[config.mk]
export PLATFORM = sky130hd
export DESIGN_NAME = comment_skipping_tokenizer_unit
export DESIGN_NICKNAME = d
export VERILOG_FILES = /design/src/hdl/csk_pkg.sv /design/src/hdl/csk_core.sv /design/src/hdl/csk_out_fifo.sv /design/src/hdl/comment_skipping_tokenizer_unit.sv
export VERILOG_INCLUDE_DIRS = /design/src /design/src/hdl
export SDC_FILE = /design/constraint.sdc
export NUM_CORES = 1
export LEC_CHECK = 0
export BUFFER_PORTS_ARGS = -buffer_cell sky130_fd_sc_hd__buf_4
export CORE_MARGIN = 2
export CORE_UTILIZATION = 61
export DETAILED_ROUTE_END_ITERATION = 12
export GPL_ROUTABILITY_DRIVEN = 0
export PLACE_DENSITY_LB_ADDON = 0.3
export SYNTH_ARGS = -nofsm -noshare
export SYNTH_HDL_FRONTEND = slang
export SYNTH_SLANG_ARGS = --single-unit
export TNS_END_PERCENT = 10
[constraint.sdc]
create_clock -name clk -period 6.02 [get_ports clk]
set_clock_uncertainty 0.05 [all_clocks]
set_input_delay 1.204 -clock clk [delete_from_list [all_inputs] [get_ports clk]]
set_output_delay 1.204 -clock clk [all_outputs]
set_load 0.005 [all_outputs]
[src/hdl/comment_skipping_tokenizer_unit_macros.svh]
// Assertion helpers shared by the tokenizer modules.
// Every macro samples on clk and is quiet while rst_n is low.
`ifndef COMMENT_SKIPPING_TOKENIZER_UNIT_MACROS_SVH
`define COMMENT_SKIPPING_TOKENIZER_UNIT_MACROS_SVH

// expr holds at every clock edge
`define CSK_ASSERT_ALWAYS(label, expr, msg) \
  label: assert property (@(posedge clk) disable iff (!rst_n) (expr)) else $error(msg);

// cons holds in the same cycle as ante
`define CSK_ASSERT_IMP(label, ante, cons, msg) \
  label: assert property (@(posedge clk) disable iff (!rst_n) (ante) |-> (cons)) \
    else $error(msg);

// cons holds in the cycle after ante
`define CSK_ASSERT_NEXT(label, ante, cons, msg) \
  label: assert property (@(posedge clk) disable iff (!rst_n) (ante) |=> (cons)) \
    else $error(msg);

`endif

[src/hdl/csk_pkg.sv]
`timescale 1ns / 1ps

package csk_pkg;

  // default counter widths
  localparam int LINE_BITS_DEF   = 20;
  localparam int COLUMN_BITS_DEF = 16;

  // result buffer depth, power of two
  localparam int FIFO_DEPTH = 4;

  // byte codes the scanner looks for
  localparam logic [7:0] CH_SLASH      = 8'h2F;
  localparam logic [7:0] CH_STAR       = 8'h2A;
  localparam logic [7:0] CH_UNDERSCORE = 8'h5F;
  localparam logic [7:0] CH_DOT        = 8'h2E;
  localparam logic [7:0] CH_NEWLINE    = 8'h0A;
  localparam logic [7:0] CH_SPACE      = 8'h20;
  localparam logic [7:0] CH_TAB        = 8'h09;
  localparam logic [7:0] CH_VTAB       = 8'h0B;
  localparam logic [7:0] CH_FFEED      = 8'h0C;
  localparam logic [7:0] CH_CR         = 8'h0D;

  // core to buffer: which of the two result slots carry a word
  typedef struct packed {
    logic v0;
    logic v1;
  } push_t;

  function automatic logic is_word_byte(input logic [7:0] c);
    logic r;
    r = (c >= 8'h61 && c <= 8'h7A) || (c >= 8'h41 && c <= 8'h5A) ||
        (c >= 8'h30 && c <= 8'h39) || c == CH_UNDERSCORE || c == CH_DOT;
    return r;
  endfunction

  function automatic logic is_space_byte(input logic [7:0] c);
    logic r;
    r = c == CH_SPACE || c == CH_TAB || c == CH_NEWLINE ||
        c == CH_VTAB || c == CH_FFEED || c == CH_CR;
    return r;
  endfunction

endpackage

[src/hdl/csk_core.sv]
`timescale 1ns / 1ps
`include "comment_skipping_tokenizer_unit_macros.svh"

module csk_core #(
  parameter int LINE_BITS   = csk_pkg::LINE_BITS_DEF,
  parameter int COLUMN_BITS = csk_pkg::COLUMN_BITS_DEF,
  localparam int ENTRY_W    = 9 + LINE_BITS + COLUMN_BITS
) (
  input  logic               clk,
  input  logic               rst_n,
  input  logic               in_valid,
  input  logic [7:0]         in_char,
  input  logic               in_eoi,
  output csk_pkg::push_t     push,
  // each entry: {last, column, line, char}
  output logic [ENTRY_W-1:0] e0_data,
  output logic [ENTRY_W-1:0] e1_data
);

  typedef enum logic [1:0] {
    MODE_NORMAL,
    MODE_LINE_CMT,
    MODE_BLOCK_CMT,
    MODE_BLOCK_STAR
  } mode_t;

  mode_t                  mode_r, mode_nxt;
  logic [7:0]             held_char_r, held_char_nxt;
  logic                   held_valid_r, held_valid_nxt;
  logic                   slash_pending_r, slash_pending_nxt;
  logic [LINE_BITS-1:0]   line_r, line_nxt;
  logic [COLUMN_BITS-1:0] col_r, col_nxt;

  logic       emit_slash, emit_held, emit_char;
  logic       held_last;
  logic       is_word, is_space;
  logic [7:0] e0_char;
  logic       e0_last;

  assign is_word  = csk_pkg::is_word_byte(in_char);
  assign is_space = csk_pkg::is_space_byte(in_char);

  // position counters, saturating; end word is not counted
  always_comb begin
    line_nxt = line_r;
    col_nxt  = col_r;
    if (in_valid && !in_eoi) begin
      if (in_char == csk_pkg::CH_NEWLINE) begin
        col_nxt = '0;
        if (line_r != '1) line_nxt = line_r + 1'b1;
      end else if (col_r != '1) begin
        col_nxt = col_r + 1'b1;
      end
    end
  end

  // scan next-state and up to two emitted bytes
  always_comb begin
    mode_nxt          = mode_r;
    held_char_nxt     = held_char_r;
    held_valid_nxt    = held_valid_r;
    slash_pending_nxt = slash_pending_r;
    emit_slash        = 1'b0;
    emit_held         = 1'b0;
    emit_char         = 1'b0;
    held_last         = 1'b1;
    if (in_valid && in_eoi) begin
      emit_slash        = slash_pending_r;
      emit_held         = held_valid_r;
      slash_pending_nxt = 1'b0;
      held_valid_nxt    = 1'b0;
      mode_nxt          = MODE_NORMAL;
    end else if (in_valid) begin
      unique case (mode_r)
        MODE_LINE_CMT: begin
          if (in_char == csk_pkg::CH_NEWLINE) mode_nxt = MODE_NORMAL;
        end
        MODE_BLOCK_CMT: begin
          if (in_char == csk_pkg::CH_STAR) mode_nxt = MODE_BLOCK_STAR;
        end
        MODE_BLOCK_STAR: begin
          if (in_char == csk_pkg::CH_SLASH) mode_nxt = MODE_NORMAL;
          else if (in_char != csk_pkg::CH_STAR) mode_nxt = MODE_BLOCK_CMT;
        end
        default: begin
          slash_pending_nxt = 1'b0;
          if (slash_pending_r && in_char == csk_pkg::CH_SLASH) begin
            mode_nxt = MODE_LINE_CMT;
          end else if (slash_pending_r && in_char == csk_pkg::CH_STAR) begin
            mode_nxt = MODE_BLOCK_CMT;
          end else begin
            // a lone slash goes out first; nothing is held behind it
            emit_slash = slash_pending_r;
            if (is_word) begin
              emit_held      = held_valid_r;
              held_last      = 1'b0;
              held_char_nxt  = in_char;
              held_valid_nxt = 1'b1;
            end else begin
              emit_held      = held_valid_r;
              held_valid_nxt = 1'b0;
              if (in_char == csk_pkg::CH_SLASH) slash_pending_nxt = 1'b1;
              else if (!is_space) emit_char = 1'b1;
            end
          end
        end
      endcase
    end
  end

  // pack emissions into slots in stream order
  always_comb begin
    if (emit_slash) begin
      e0_char = csk_pkg::CH_SLASH;
      e0_last = 1'b1;
    end else if (emit_held) begin
      e0_char = held_char_r;
      e0_last = held_last;
    end else begin
      e0_char = in_char;
      e0_last = 1'b1;
    end
  end

  assign push.v0 = emit_slash | emit_held | emit_char;
  assign push.v1 = emit_char & (emit_slash | emit_held);
  assign e0_data = {e0_last, col_nxt, line_nxt, e0_char};
  assign e1_data = {1'b1, col_nxt, line_nxt, in_char};

  always_ff @(posedge clk) begin
    if (!rst_n) begin
      mode_r          <= MODE_NORMAL;
      held_valid_r    <= 1'b0;
      slash_pending_r <= 1'b0;
      line_r          <= '0;
      col_r           <= '0;
    end else begin
      mode_r          <= mode_nxt;
      held_valid_r    <= held_valid_nxt;
      slash_pending_r <= slash_pending_nxt;
      line_r          <= line_nxt;
      col_r           <= col_nxt;
    end
    held_char_r <= held_char_nxt;
  end

  `CSK_ASSERT_ALWAYS(a_hold_excl, !(held_valid_r && slash_pending_r), "held word and slash both pending")
  `CSK_ASSERT_IMP(a_slot_order, push.v1, push.v0, "second slot used without first")
  `CSK_ASSERT_NEXT(a_eoi_flush, in_valid && in_eoi, mode_r == MODE_NORMAL && !held_valid_r && !slash_pending_r, "end word left state behind")

endmodule

[src/hdl/csk_out_fifo.sv]
`timescale 1ns / 1ps
`include "comment_skipping_tokenizer_unit_macros.svh"

module csk_out_fifo #(
  parameter int ENTRY_W = 45,
  localparam int DEPTH  = csk_pkg::FIFO_DEPTH,
  localparam int PTR_W  = $clog2(DEPTH),
  localparam int CNT_W  = $clog2(DEPTH + 1)
) (
  input  logic               clk,
  input  logic               rst_n,
  input  csk_pkg::push_t     push,
  input  logic [ENTRY_W-1:0] e0_data,
  input  logic [ENTRY_W-1:0] e1_data,
  output logic               room,
  output logic               out_valid,
  input  logic               out_ready,
  output logic [ENTRY_W-1:0] out_data
);

  logic [ENTRY_W-1:0] buf_r [DEPTH];
  logic [PTR_W-1:0]   wr_r, wr_nxt;
  logic [PTR_W-1:0]   rd_r, rd_nxt;
  logic [CNT_W-1:0]   cnt_r, cnt_nxt;
  logic               pop;
  logic [1:0]         n_push;

  assign n_push    = {1'b0, push.v0} + {1'b0, push.v1};
  assign pop       = out_valid & out_ready;
  assign out_valid = cnt_r != '0;
  assign out_data  = buf_r[rd_r];
  // room for a worst-case pair of words
  assign room      = cnt_r <= CNT_W'(DEPTH - 2);

  always_comb begin
    wr_nxt  = wr_r + PTR_W'(n_push);
    rd_nxt  = rd_r + PTR_W'(pop);
    cnt_nxt = cnt_r + CNT_W'(n_push) - CNT_W'(pop);
  end

  always_ff @(posedge clk) begin
    if (!rst_n) begin
      wr_r  <= '0;
      rd_r  <= '0;
      cnt_r <= '0;
    end else begin
      wr_r  <= wr_nxt;
      rd_r  <= rd_nxt;
      cnt_r <= cnt_nxt;
    end
  end

  // entry storage
  always_ff @(posedge clk) begin
    if (push.v0) buf_r[wr_r] <= e0_data;
    if (push.v1) buf_r[wr_r + PTR_W'(1)] <= e1_data;
  end

  `CSK_ASSERT_ALWAYS(a_cnt_range, cnt_r <= CNT_W'(DEPTH), "buffer count past depth")
  `CSK_ASSERT_IMP(a_push_room, push.v0, room, "push into a full buffer")

endmodule

[src/hdl/comment_skipping_tokenizer_unit.sv]
`timescale 1ns / 1ps
// Comment-skipping tokenizer.
// Input stream: one source byte per word on in_tdata; a word with in_tlast
// high marks end of text, flushes any pending token and its data is ignored.
// Output stream: one token byte per word; out_tlast marks the final byte of
// a token, and out_tdata also carries the line and column counters as they
// stand after the input byte that caused the word.
// Comments (line and block) and whitespace produce nothing. A word byte is
// held back until the next byte shows whether the token goes on, and a slash
// is held back to see whether a comment opens.
// Throughput: one input word per cycle while the four-entry result buffer has
// room for two words; an input byte gives zero to two output words.
// Latency: a word enters the result buffer at the edge that accepts the
// input and shows on out_tvalid in the next cycle.
// Reset clears scan state, counters and the buffer; nothing is shown.
// When the receiver stalls, the buffer fills and in_tready drops once fewer
// than two entries are free.
module comment_skipping_tokenizer_unit #(
  parameter int LINE_BITS   = csk_pkg::LINE_BITS_DEF,
  parameter int COLUMN_BITS = csk_pkg::COLUMN_BITS_DEF,
  localparam int ENTRY_W    = 9 + LINE_BITS + COLUMN_BITS,
  localparam int PAY_W      = 8 + LINE_BITS + COLUMN_BITS,
  localparam int TDATA_W    = ((PAY_W + 7) / 8) * 8
) (
  input  logic               clk,
  input  logic               rst_n,
  input  logic               in_tvalid,
  output logic               in_tready,
  input  logic [7:0]         in_tdata,  // char_code
  input  logic               in_tlast,  // end_of_input
  output logic               out_tvalid,
  input  logic               out_tready,
  output logic [TDATA_W-1:0] out_tdata, // token_char, line_number, column_number
  output logic               out_tlast  // token_last
);

  csk_pkg::push_t     push;
  logic [ENTRY_W-1:0] e0_data, e1_data, head;
  logic               room;
  logic               accept;

  assign in_tready = room;
  assign accept    = in_tvalid & room;

  csk_core #(
    .LINE_BITS   (LINE_BITS),
    .COLUMN_BITS (COLUMN_BITS)
  ) u_core (
    .clk      (clk),
    .rst_n    (rst_n),
    .in_valid (accept),
    .in_char  (in_tdata),
    .in_eoi   (in_tlast),
    .push     (push),
    .e0_data  (e0_data),
    .e1_data  (e1_data)
  );

  csk_out_fifo #(
    .ENTRY_W (ENTRY_W)
  ) u_fifo (
    .clk       (clk),
    .rst_n     (rst_n),
    .push      (push),
    .e0_data   (e0_data),
    .e1_data   (e1_data),
    .room      (room),
    .out_valid (out_tvalid),
    .out_ready (out_tready),
    .out_data  (head)
  );

  // head entry is {last, column, line, char}
  assign out_tlast = head[ENTRY_W-1];
  assign out_tdata = TDATA_W'(head[PAY_W-1:0]);

endmodule
==> results of run 1 <==
==> logic make-up after synthesis <==
| logic type | count (synthesis) | share of synthesized area (%) |
|---|---|---|
| AOI/OAI and AO/OA | 147 | 8.87 |
| xor gates and xnor gates | 22 | 1.76 |
| adders and majority gates | 16 | 1.89 |
| buffers and inverters | 71 | 2.84 |
| DFF | 235 | 59.7 |
| muxes | 54 | 10.1 |
| other | 1 | 0.0342 |
| and+or+nand+nor | 323 | 14.9 |
==> flip-flops by register name (all words and copies together) (netlist names) <==
| register | count |
|---|---|
| u_core.line_r | 20 |
| u_core.col_r | 16 |
| u_core.held_valid_r | 1 |
| u_fifo.cnt_r | 3 |
| u_core.mode_r | 2 |
| u_core.held_char_r | 8 |
| u_fifo.buf_r | 180 |
| u_fifo.rd_r | 2 |
| u_fifo.wr_r | 2 |
| u_core.slash_pending_r | 1 |
==> through the flow <==
stage | hold slack [ns] | setup WS [ns] | util (%)
6_report | 0.452 | 1.45 | 70.1
5_1_grt | 0.476 | 1.13 | 70.1
4_1_cts | 0.442 | 1.48 | 70.1
3_5_place_dp | 0.428 | 0.955 | 65.1
3_3_place_gp | 0.439 | 1.06 | 65.1
2_1_floorplan | 0.413 | 0.811 | -
==> worst register-to-register path: stages, from the launching register on <==
cell and delay [ns]:
dfxtp_1 0.33, inv_1 0.13, ha_1 0.25, nor2_1 0.07, nor3_1 0.30, o311ai_0 0.34
nand2_1 0.21, inv_1 0.06, ha_1 0.26, or3_1 0.50, and2_1 0.23, buf_4 0.23
inv_2 0.10, buf_4 0.58
==> cell usage in the layout, fill, tap and decap left out, types with 4 or more instances in the layout <==
cell type | synthesis | final
dfxtp_1 | 51 | 49
mux2i_1 | 9 | 9
xnor2_1 | 11 | 11
a31oi_1 | 6 | 6
buf_4 | 4 | 71
nor4_1 | 12 | 12
nand3b_1 | 4 | 4
o21ai_2 | 4 | 4
nand3_1 | 20 | 20
inv_1 | 21 | 17
o211ai_1 | 5 | 5
conb_1 | 1 | 4
o21ai_1 | 7 | 7
o2bb2ai_1 | 20 | 20
and4_1 | 6 | 6
nor2_1 | 138 | 138
nand2b_1 | 5 | 5
nand2_1 | 42 | 42
clkbuf_16 | 0 | 24
clkinv_2 | 0 | 5
o21ai_0 | 19 | 19
a21oi_1 | 59 | 59
or3_1 | 6 | 6
edfxtp_1 | 184 | 184
nand4_1 | 11 | 11
nor3_1 | 21 | 21
ha_1 | 15 | 15
and3_1 | 13 | 13
a2111oi_2 | 4 | 4
nor2b_1 | 4 | 4
inv_2 | 0 | 4
mux4_2 | 45 | 45
and2_1 | 14 | 14
bufinv_16 | 0 | 6
xor2_1 | 11 | 11
==> power groups by stage <==
stage          clock network [mW]  logic (mW)  registers (mW)
2_1_floorplan                   0       0.490            1.87
3_3_place_gp                    0       0.696            1.95
3_5_place_dp                    0       0.701            1.95
4_1_cts                      1.65       0.705            1.92
5_1_grt                      1.70       0.751            1.93
6_report                     1.64       0.697            1.91
==> worst min path at each step <==
stage | cells past startpoint | slack [ns] | end
after floorplan | 2 | 0.41 | u_fifo.buf_r[2][44]
after global placement | 2 | 0.44 | u_fifo.buf_r[2][44]
after detailed placement | 2 | 0.43 | u_fifo.buf_r[2][44]
after CTS | 2 | 0.44 | u_fifo.buf_r[2][44]
after global routing | 2 | 0.48 | u_fifo.buf_r[0][44]
final | 2 | 0.45 | u_fifo.buf_r[1][44]
==> routing by layer <==
metal	global-route usage [%]	share of wire, %
met5	0	0
met4	7.89	2.2
met3	3.26	6.1
met2	42.8	50
met1	34.1	42
==> layout make-up <==
| class | instances | area (sq um) | area share, % |
|---|---|---|---|
| clock buffer | 27 | 622 | 4.99 |
| clock inverter | 17 | 264 | 2.12 |
| inverter | 23 | 86.3 | 0.693 |
| multi-input combinational | 566 | 4120 | 33.1 |
| sequential | 235 | 6550 | 52.6 |
| tap | 229 | 287 | 2.30 |
| timing repair buffer | 71 | 533 | 4.28 |
==> out/metrics.cfg, run 1 <==
[placed_design]
io_buffers = 59
placedInstanceArea_sq_um = 11600
dp_hpwl_microns = 15200
placed_cells = 1124

[power_and_ir_drop]
pwr-share-clk_pct = 38.5
swShare_pct = 24.3
vdd_drop_max_v = 0.000266
pwr-share-seq_pct = 45.0
combinationalPowerShare_pct = 16.4
leakagePower_nw = 4.13
cellPowerDensity_nw_per_um2 = 340
p_int_mw = 3.21
power_switching_mw = 1.03
finalPower_mw = 4.24

[drt]
drtAntennaViolNets = 0
via_count = 7444
first_iter_violations = 741
firstDrtPassIters = 5
wire_per_inst_microns = 20.5
wl_microns = 24000
drc_errors = 0
via_per_inst = 6.37

[critical_path]
crit_buf_inv = 4
cp-start-kind = input pin
r2r_slack_ns = 2.00
r2r_cells = 13
worstSetupEndpointType = flop
crit_path_end = u_fifo.buf_r[0][37]
crit_path_max_incr_delay_ns = 0.67
crit_path_start = in_tdata[4]
slowest_stage = o311ai_0
cp_top_family = simple AND/OR/NAND/NOR gates
path_cells = buf_4 > or4b_1 > o311ai_0 > nand2_1 > inv_1 > ha_1 > or3_1 > and2_1 > buf_4 > inv_2 > nand2_1 > nor2_1
r2r_start = u_core.mode_r[0]
cp_data_arrival_time_ns = 4.77
worst-path-stages = 12
path_max_fanout = 21
worstPathRequired_ns = 6.22
critPathKind = in -> reg
reg2reg_to = u_fifo.buf_r[0][6]

[finish]
design_area_sq_um = 12500
diodes = 0
fin_cells = 1168
fillerInstances = 1222
nNetsFinal = 950
syn2layout_area_growth_pct = 13.6
drive_gt1_share_pct = 20.0

[timing]
setup_viol = 0
hold_viol = 0
max_slew.worst_pin.slew_ns = 0.954
finalSetupTns_ns = 0
rsz0062_at_grt = false
max_freq_mhz = 219
finalCritPeriodShare_pct = 76.0
period_minus_slack_ns = 4.57
slew_headroom_pct = 36.4
final_max_slew_viol_count = 0

[clock_network]
cts-resized-gates = 0
cts_num_sinks = 235
clk_latency_ns = 0.52
htree_levels = 1
cts_root_buf = clkbuf_16
numCtsBuffers = 24
post_cts_buffers = 0
clk_path_buf_depth = 3
tritoncts = done
hold_buffers = 0
path_clk_slew_ns = 0.06

[yosys]
synth.top_cells.by_area = edfxtp_1 50%, dfxtp_1 9.3%, mux4_2 9.2%
ys_warn_count = 0
synth_ff_type = edfxtp_1
synth_cell_types = 69
syn_inst = 869
synth_most_common_cell = edfxtp_1
synth.top_cell.area_share_pct = 50.4
ys_seq_area_share_pct = 59.7
avgSynthCellArea_sq_um = 12.6
synth_top_cell_by_area = edfxtp_1
synth_edf_count = 184
ys_async_sr_fraction_pct = 0
ys_ff_latch = 235
synth_common_cells = 184 x edfxtp_1, 138 x nor2_1, 59 x a21oi_1
synth_area_sq_um = 11000

[grt]
grt_use_total_pct = 25.1
grt_max_degree = 47
grt_pass1_vias = 7524
gr-total-overflow = 0
antenna_found_initial = 0
grt_pass1_wl_microns = 38600

[min_path]
min_path_type = reg -> reg
hold_path_startpoint = u_fifo.buf_r[1][44]

[floorplanning]
die_x_microns = 138
pin_count = 64
core_region_area_sq_um = 17800
die_area_sq_um = 19100
rows = 49
die_height_microns = 138
start_util_pct = 61.7

[flow_run]
maxCapViolCount = 0

[run_status]
outcome = complete, no violations

Power figures use the tool's default switching activity.
==> inputs of run 2 (changes only) <==
- CORE_UTILIZATION: 61 -> 55
- clock period: 6.02 -> 3.7 ns (I/O delays scaled with it)
==> run 2 against run 1 <==
Via count increased by 0.24%; sequential power increased by 61%; routed wire length increased by 3.1%; largest cell class unchanged; global-route usage decreased by 1.3 points; worst setup slack got worse by 0.88 ns; register-to-register slack got worse by 1.4 ns; critical path type unchanged; core utilization decreased by 4.6 points; final cell count increased by 5.5%; die area increased by 11%; highest routed layer unchanged.
==> out/metrics.cfg, run 2 (synthesized netlist as in run 1, its figures left out) <==
[finish]
drive_gt1_share_pct = 23.4  ; was 20.0%
syn2layout_area_growth_pct = 16.7  ; was 13.6%
top_regs = u_fifo.buf_r: 180 flops, u_core.line_r: 20 flops, u_core.col_r: 16 flops  ; unchanged
multiInputGateArea_sq_um = 4200  ; was 4120 sq um
mostFrequentLayoutCells = 184 x edfxtp_1, 135 x nor2_1, 88 x buf_4  ; was 184 x edfxtp_1, 138 x nor2_1, 71 x buf_4
diodes = 0  ; unchanged
layout_commonest_cell = edfxtp_1  ; unchanged
utilization_pct = 65.5  ; was 70.1%
regMostFlops = u_fifo.buf_r  ; unchanged
nNetsFinal = 978  ; was 950
final-seq-area_sq_um = 6550  ; unchanged
largest_reg_flops = 180  ; unchanged
fillerInstances = 1460  ; was 1222

[power_and_ir_drop]
p_int_mw = 4.95  ; was 3.21 mW
vdd_drop_max_v = 0.000317  ; was 0.000266 V
swShare_pct = 25.6  ; was 24.3%
cellPowerDensity_nw_per_um2 = 520  ; was 340 nW/um^2
combinationalPowerShare_pct = 19.0  ; was 16.4%
leakagePower_nw = 4.22  ; was 4.13 nW
pwr-share-seq_pct = 46.1  ; was 45.0%
pwr-share-clk_pct = 34.9  ; was 38.5%
power_switching_mw = 1.70  ; was 1.03 mW

[timing]
hold_viol = 0  ; unchanged
max_slew.worst_pin.slew_ns = 0.712  ; was 0.954 ns
slew_headroom_pct = 52.6  ; was 36.4%
finalSetupTns_ns = 0  ; unchanged
holdWs_ns = 0.388  ; was 0.452 ns
setup_viol = 0  ; unchanged
rsz0062_at_grt = false  ; unchanged
period_minus_slack_ns = 3.13
max_freq_mhz = 319
finalCritPeriodShare_pct = 84.7
final_max_slew_viol_count = 0  ; unchanged

[placed_design]
dp_hpwl_microns = 16300  ; was 15200 microns
io_buffers = 59  ; unchanged

[critical_path]
cp-start-kind = input pin  ; unchanged
cpMostUsedCell = nor2_1
r2r_cells = 13  ; unchanged
r2r_start = u_core.mode_r[0]  ; unchanged
path_max_fanout = 19  ; was 21
cp_top_family = simple AND/OR/NAND/NOR gates  ; unchanged
worstSetupEndpointType = flop  ; unchanged
crit_buf_inv = 4  ; unchanged
slowest_stage = or4b_4  ; was o311ai_0
cp_data_arrival_time_ns = 3.33  ; was 4.77 ns
critPathKind = in -> reg  ; unchanged
path_cells = buf_4 > or4b_4 > o311ai_1 > nand2_1 > inv_2 > ha_4 > nor2_1 > and2_4 > nor2_2 > clkinvlp_4 > buf_12 > nand2_4 > nor2_1  ; was buf_4 > or4b_1 > o311ai_0 > nand2_1 > inv_1 > ha_1 > or3_1 > and2_1 > buf_4 > inv_2 > nand2_1 > nor2_1
worstPathRequired_ns = 3.90  ; was 6.22 ns
crit_path_max_incr_delay_ns = 0.55  ; was 0.67 ns
r2r_slack_ns = 0.63  ; was 2.00 ns
reg2reg_to = u_fifo.cnt_r[2]  ; was u_fifo.buf_r[0][6]

[drt]
via_count = 7462  ; was 7444
via_per_inst = 6.06  ; was 6.37
first_iter_violations = 784  ; was 741
drtAntennaViolNets = 0  ; unchanged
drc_errors = 0  ; unchanged
wl_microns = 24700  ; was 24000 microns
firstDrtPassIters = 5  ; unchanged
wire_per_inst_microns = 20.1  ; was 20.5 microns

[min_path]
min_to = u_core.held_char_r[7]  ; was u_fifo.buf_r[1][44]
min_path_type = in -> reg  ; was reg -> reg
hold_path_startpoint = in_tdata[7]  ; was u_fifo.buf_r[1][44]
hold_path_depth = 1  ; was 2

[clock_network]
post_cts_buffers = 0  ; unchanged
clk_path_buf_depth = 3  ; unchanged
cts-resized-gates = 0  ; unchanged
tritoncts = done  ; unchanged
cts_root_buf = clkbuf_16  ; unchanged
numCtsBuffers = 25  ; was 24
hold_buffers = 0  ; unchanged
clk_latency_ns = 0.52  ; about the same
htree_levels = 1  ; unchanged
path_clk_slew_ns = 0.06  ; about the same
cts_num_sinks = 235  ; unchanged

[grt]
gr-total-overflow = 0  ; unchanged
grt_max_degree = 31  ; was 47
antenna_found_initial = 0  ; unchanged
grt_pass1_wl_microns = 39800  ; was 38600 microns
grt_use_total_pct = 23.7  ; was 25.1%
grt_pass1_vias = 7345  ; was 7524

[run_status]
outcome = complete, no violations  ; unchanged

[floorplanning]
die_height_microns = 145  ; was 138 microns
rows = 51  ; was 49
die_area_sq_um = 21100  ; was 19100 sq um
die_x_microns = 145  ; was 138 microns
pin_count = 64  ; unchanged
core_region_area_sq_um = 19500  ; was 17800 sq um
start_util_pct = 56.2  ; was 61.7%

[flow_run]
maxCapViolCount = 0  ; unchanged

-- run 2: stage by stage --
stage	std cells	total power [mW]	setup WS, ns	cell area [sq um]
after floorplan	872	3.86	-0.223	11100
after global placement	1187	4.39	0.156	12000
after detailed placement	1187	4.40	0.0554	12000
after CTS	1232	6.69	0.535	12800
after global routing	1232	6.90	0.347	12800
final	1232	6.65	0.568	12800
-- run 2: metal layers --
metal / global-route usage (%) / part of all wire (%)
met3: 3.18 / 7.6
met4: 5.29 / 1.5
met5: 0 / 0
met1: 34.8 / 43
met2: 38.3 / 48
-- run 2: power groups by stage --
stage	Sequential (mW)	Combinational, mW	Clock (mW)
floorplan	3.04	0.818	0
global placement	3.12	1.26	0
detailed placement	3.13	1.27	0
CTS	3.07	1.28	2.34
global route	3.09	1.36	2.45
finish	3.07	1.26	2.32
-- run 2: area by class of cell --
| cell class | count | area share, % |
|---|---|---|
| clock buffer | 27 | 4.95 |
| clock inverter | 18 | 0.948 |
| inverter | 23 | 0.792 |
| multi-input combinational | 566 | 32.8 |
| sequential | 235 | 51.2 |
| tap | 265 | 2.59 |
| timing repair buffer | 98 | 6.73 |
-- run 2: worst register-to-register path: stages (launching register included) --
cell,delay [ns]
dfxtp_1,0.32
inv_1,0.14
ha_1,0.24
nor2_1,0.07
nor3_1,0.36
o311ai_1,0.25
nand2_1,0.18
ha_1,0.19
inv_1,0.05
ha_1,0.29
fa_1,0.43
xnor2_1,0.18
xnor2_1,0.14
nor2_1,0.05
-- run 2: worst max-delay path by stage --
stage | to | slack, ns | startpoint | cells after the start
global route | u_fifo.buf_r[2][25] | 0.35 | u_core.mode_r[0] | 12
detailed placement | u_fifo.buf_r[1][28] | 0.06 | in_tdata[7] | 13
CTS | out_tlast | 0.53 | u_fifo.rd_r[0] | 3
global placement | u_fifo.buf_r[1][29] | 0.16 | in_tdata[7] | 14
floorplan | u_fifo.buf_r[2][39] | -0.22 | in_tdata[7] | 11
finish | u_fifo.buf_r[1][28] | 0.57 | in_tdata[7] | 13
==> inputs of run 3 (changes only) <==
- CORE_UTILIZATION: 55 -> 61
- clock period: 3.7 -> 3 ns (I/O delays scaled with it)
==> run 3 against run 2 <==
Combinational power is 30% higher; global-route usage grew 2.7 points; critical endpoint is now u_fifo.buf_r[2][36]; register-to-register slack got worse by 0.46 ns; largest power group unchanged; critical path depth is 1 higher; count of clock-buffer cells in the layout up 13; via count rose by 3.5%; cell area increased by 2.9%; core utilization is 8.5 points higher; routed wire length is 2.2% higher.
==> out/metrics.cfg, run 3 (synthesized netlist as in run 1, its figures left out) <==
[run_status]
outcome = complete, no violations  ; unchanged

[critical_path]
r2r_slack_ns = 0.17  ; was 0.63 ns
cp-start-kind = input pin  ; unchanged
cp_data_arrival_time_ns = 3.09  ; was 3.33 ns
worstPathRequired_ns = 3.19  ; was 3.90 ns
path_max_fanout = 16  ; was 19
critPathKind = in -> reg  ; unchanged
worstSetupEndpointType = flop  ; unchanged

[finish]
drive_gt1_share_pct = 26.9  ; was 23.4%
layout_commonest_cell = edfxtp_1  ; unchanged
nNetsFinal = 1023  ; was 978
top_regs = u_fifo.buf_r: 180 flops, u_core.line_r: 20 flops, u_core.col_r: 16 flops  ; unchanged
diodes = 0  ; unchanged
fin_cells = 1241  ; was 1232
design_area_sq_um = 13200  ; was 12800 sq um
fillerInstances = 1145  ; was 1460
largest_reg_flops = 180  ; unchanged
syn2layout_area_growth_pct = 20.0  ; was 16.7%
regMostFlops = u_fifo.buf_r  ; unchanged
mostFrequentLayoutCells = 184 x edfxtp_1, 135 x nor2_1, 134 x buf_4  ; was 184 x edfxtp_1, 135 x nor2_1, 88 x buf_4

[grt]
use_met3_pct = 3.53  ; was 3.18%
grt_pass1_vias = 7751  ; was 7345
grt_pass1_wl_microns = 40600  ; was 39800 microns
grt_use_total_pct = 26.4  ; was 23.7%
gr-total-overflow = 0  ; unchanged
grt_max_degree = 39  ; was 31
grt-busiest-layer = met2  ; unchanged
grtUsageMet2_pct = 43.7  ; was 38.3%
antenna_found_initial = 0  ; unchanged
met1_usage_pct = 37.6  ; was 34.8%

[floorplanning]
start_util_pct = 61.7  ; was 56.2%
pin_count = 64  ; unchanged
core_region_area_sq_um = 17800  ; was 19500 sq um
rows = 49  ; was 51
die_x_microns = 138  ; was 145 microns
die_area_sq_um = 19100  ; was 21100 sq um
die_height_microns = 138  ; was 145 microns

[drt]
firstDrtPassIters = 5  ; unchanged
first_iter_violations = 859  ; was 784
wl_microns = 25300  ; was 24700 microns
via_per_inst = 6.22  ; was 6.06
drc_errors = 0  ; unchanged
drtAntennaViolNets = 0  ; unchanged
via_count = 7721  ; was 7462
wire_per_inst_microns = 20.4  ; was 20.1 microns

[power_and_ir_drop]
vdd_drop_max_v = 0.000430  ; was 0.000317 V
cellPowerDensity_nw_per_um2 = 632  ; was 520 nW/um^2
finalPower_mw = 8.33  ; was 6.65 mW
leakagePower_nw = 4.48  ; was 4.22 nW

[clock_network]
numCtsBuffers = 24  ; was 25
cts_root_buf = clkbuf_16  ; unchanged
clk_latency_ns = 0.51  ; was 0.52 ns
cts_num_sinks = 235  ; unchanged
tritoncts = done  ; unchanged
clk_path_buf_depth = 3  ; unchanged
htree_levels = 1  ; unchanged
path_clk_slew_ns = 0.06  ; about the same

[timing]
setup_viol = 0  ; unchanged
final_max_slew_viol_count = 0  ; unchanged
rsz0062_at_grt = true  ; was false
holdWs_ns = 0.335  ; was 0.388 ns
period_minus_slack_ns = 2.90
hold_viol = 0  ; unchanged
max_freq_mhz = 344
max_slew.worst_pin.slew_ns = 0.758  ; was 0.712 ns
slew_headroom_pct = 49.1  ; was 52.6%
finalCritPeriodShare_pct = 96.8

[min_path]
min_path_type = in -> reg  ; unchanged

[flow_run]
maxCapViolCount = 0  ; unchanged

[placed_design]
placedInstanceArea_sq_um = 12300  ; was 12000 sq um
dp_hpwl_microns = 17100  ; was 16300 microns
io_buffers = 59  ; unchanged
placed_cells = 1194  ; was 1187

## run 3: worst paths after layout
path | from | end | depth (start not counted)
max | in_tdata[0] | u_fifo.buf_r[2][36] | 14
min | rst_n | u_fifo.cnt_r[0] | 2
max reg2reg | u_core.mode_r[0] | u_fifo.buf_r[2][36] | 13
min reg2reg | u_fifo.buf_r[1][44] | u_fifo.buf_r[1][44] | 2
## run 3: stage by stage
stage | util (%) | setup TNS [ns] | worst slack, ns
after floorplan | - | -149.44 | -0.783
after global placement | 69.4 | -86.47 | -0.370
after detailed placement | 69.4 | -104.82 | -0.442
after CTS | 73.7 | 0 | 0.0891
after global routing | 74.0 | -0.0363 | -0.0363
final | 74.0 | 0 | 0.0969
## run 3: critical path, stage by stage
cell and delay [ns]:
buf_4 0.11, or4_1 0.58, o22ai_1 0.19, a31oi_1 0.06, nor2b_1 0.20, nor3_2 0.07
buf_4 0.13, ha_2 0.19, and3b_1 0.20, nor2_2 0.20, clkinvlp_4 0.18, buf_4 0.18
nand2_8 0.14, nor2_1 0.08
## run 3: layer usage
layer  routed length [microns]  vias to the layer above
met1                     10600                     3796
met3                      1830                       39
met4                       424                        0
met2                     12400                      336
met5                         0                        -
li1                          -                     3550
## run 3: power by group
| part | internal (mW) | leakage, nW | switching (mW) | total (mW) |
|---|---|---|---|---|
| registers | 3.63 | 2.20 | 0.126 | 3.75 |
| logic | 0.908 | 1.90 | 0.733 | 1.64 |
| clock network | 1.76 | 0.374 | 1.17 | 2.93 |
| total | 6.30 | 4.48 | 2.03 | 8.33 |
## run 3: final cells by class
| cell class | instances | area, sq um | area share, % |
|---|---|---|---|
| clock buffers | 40 | 702 | 5.33 |
| repair buffers | 144 | 1210 | 9.16 |
| flip-flops and latches | 235 | 6550 | 49.8 |
| inverters | 23 | 101 | 0.770 |
| clock inverters | 4 | 70.1 | 0.532 |
| well taps | 229 | 287 | 2.18 |
| multi-input cells | 566 | 4250 | 32.3 |
## run 3: repair_timing
item | CTS | global route
buffers inserted | 0 | 3
gates resized for setup | 0 | 6
setup endpoints to repair | 0 | 103
hold buffers | 0 | 0
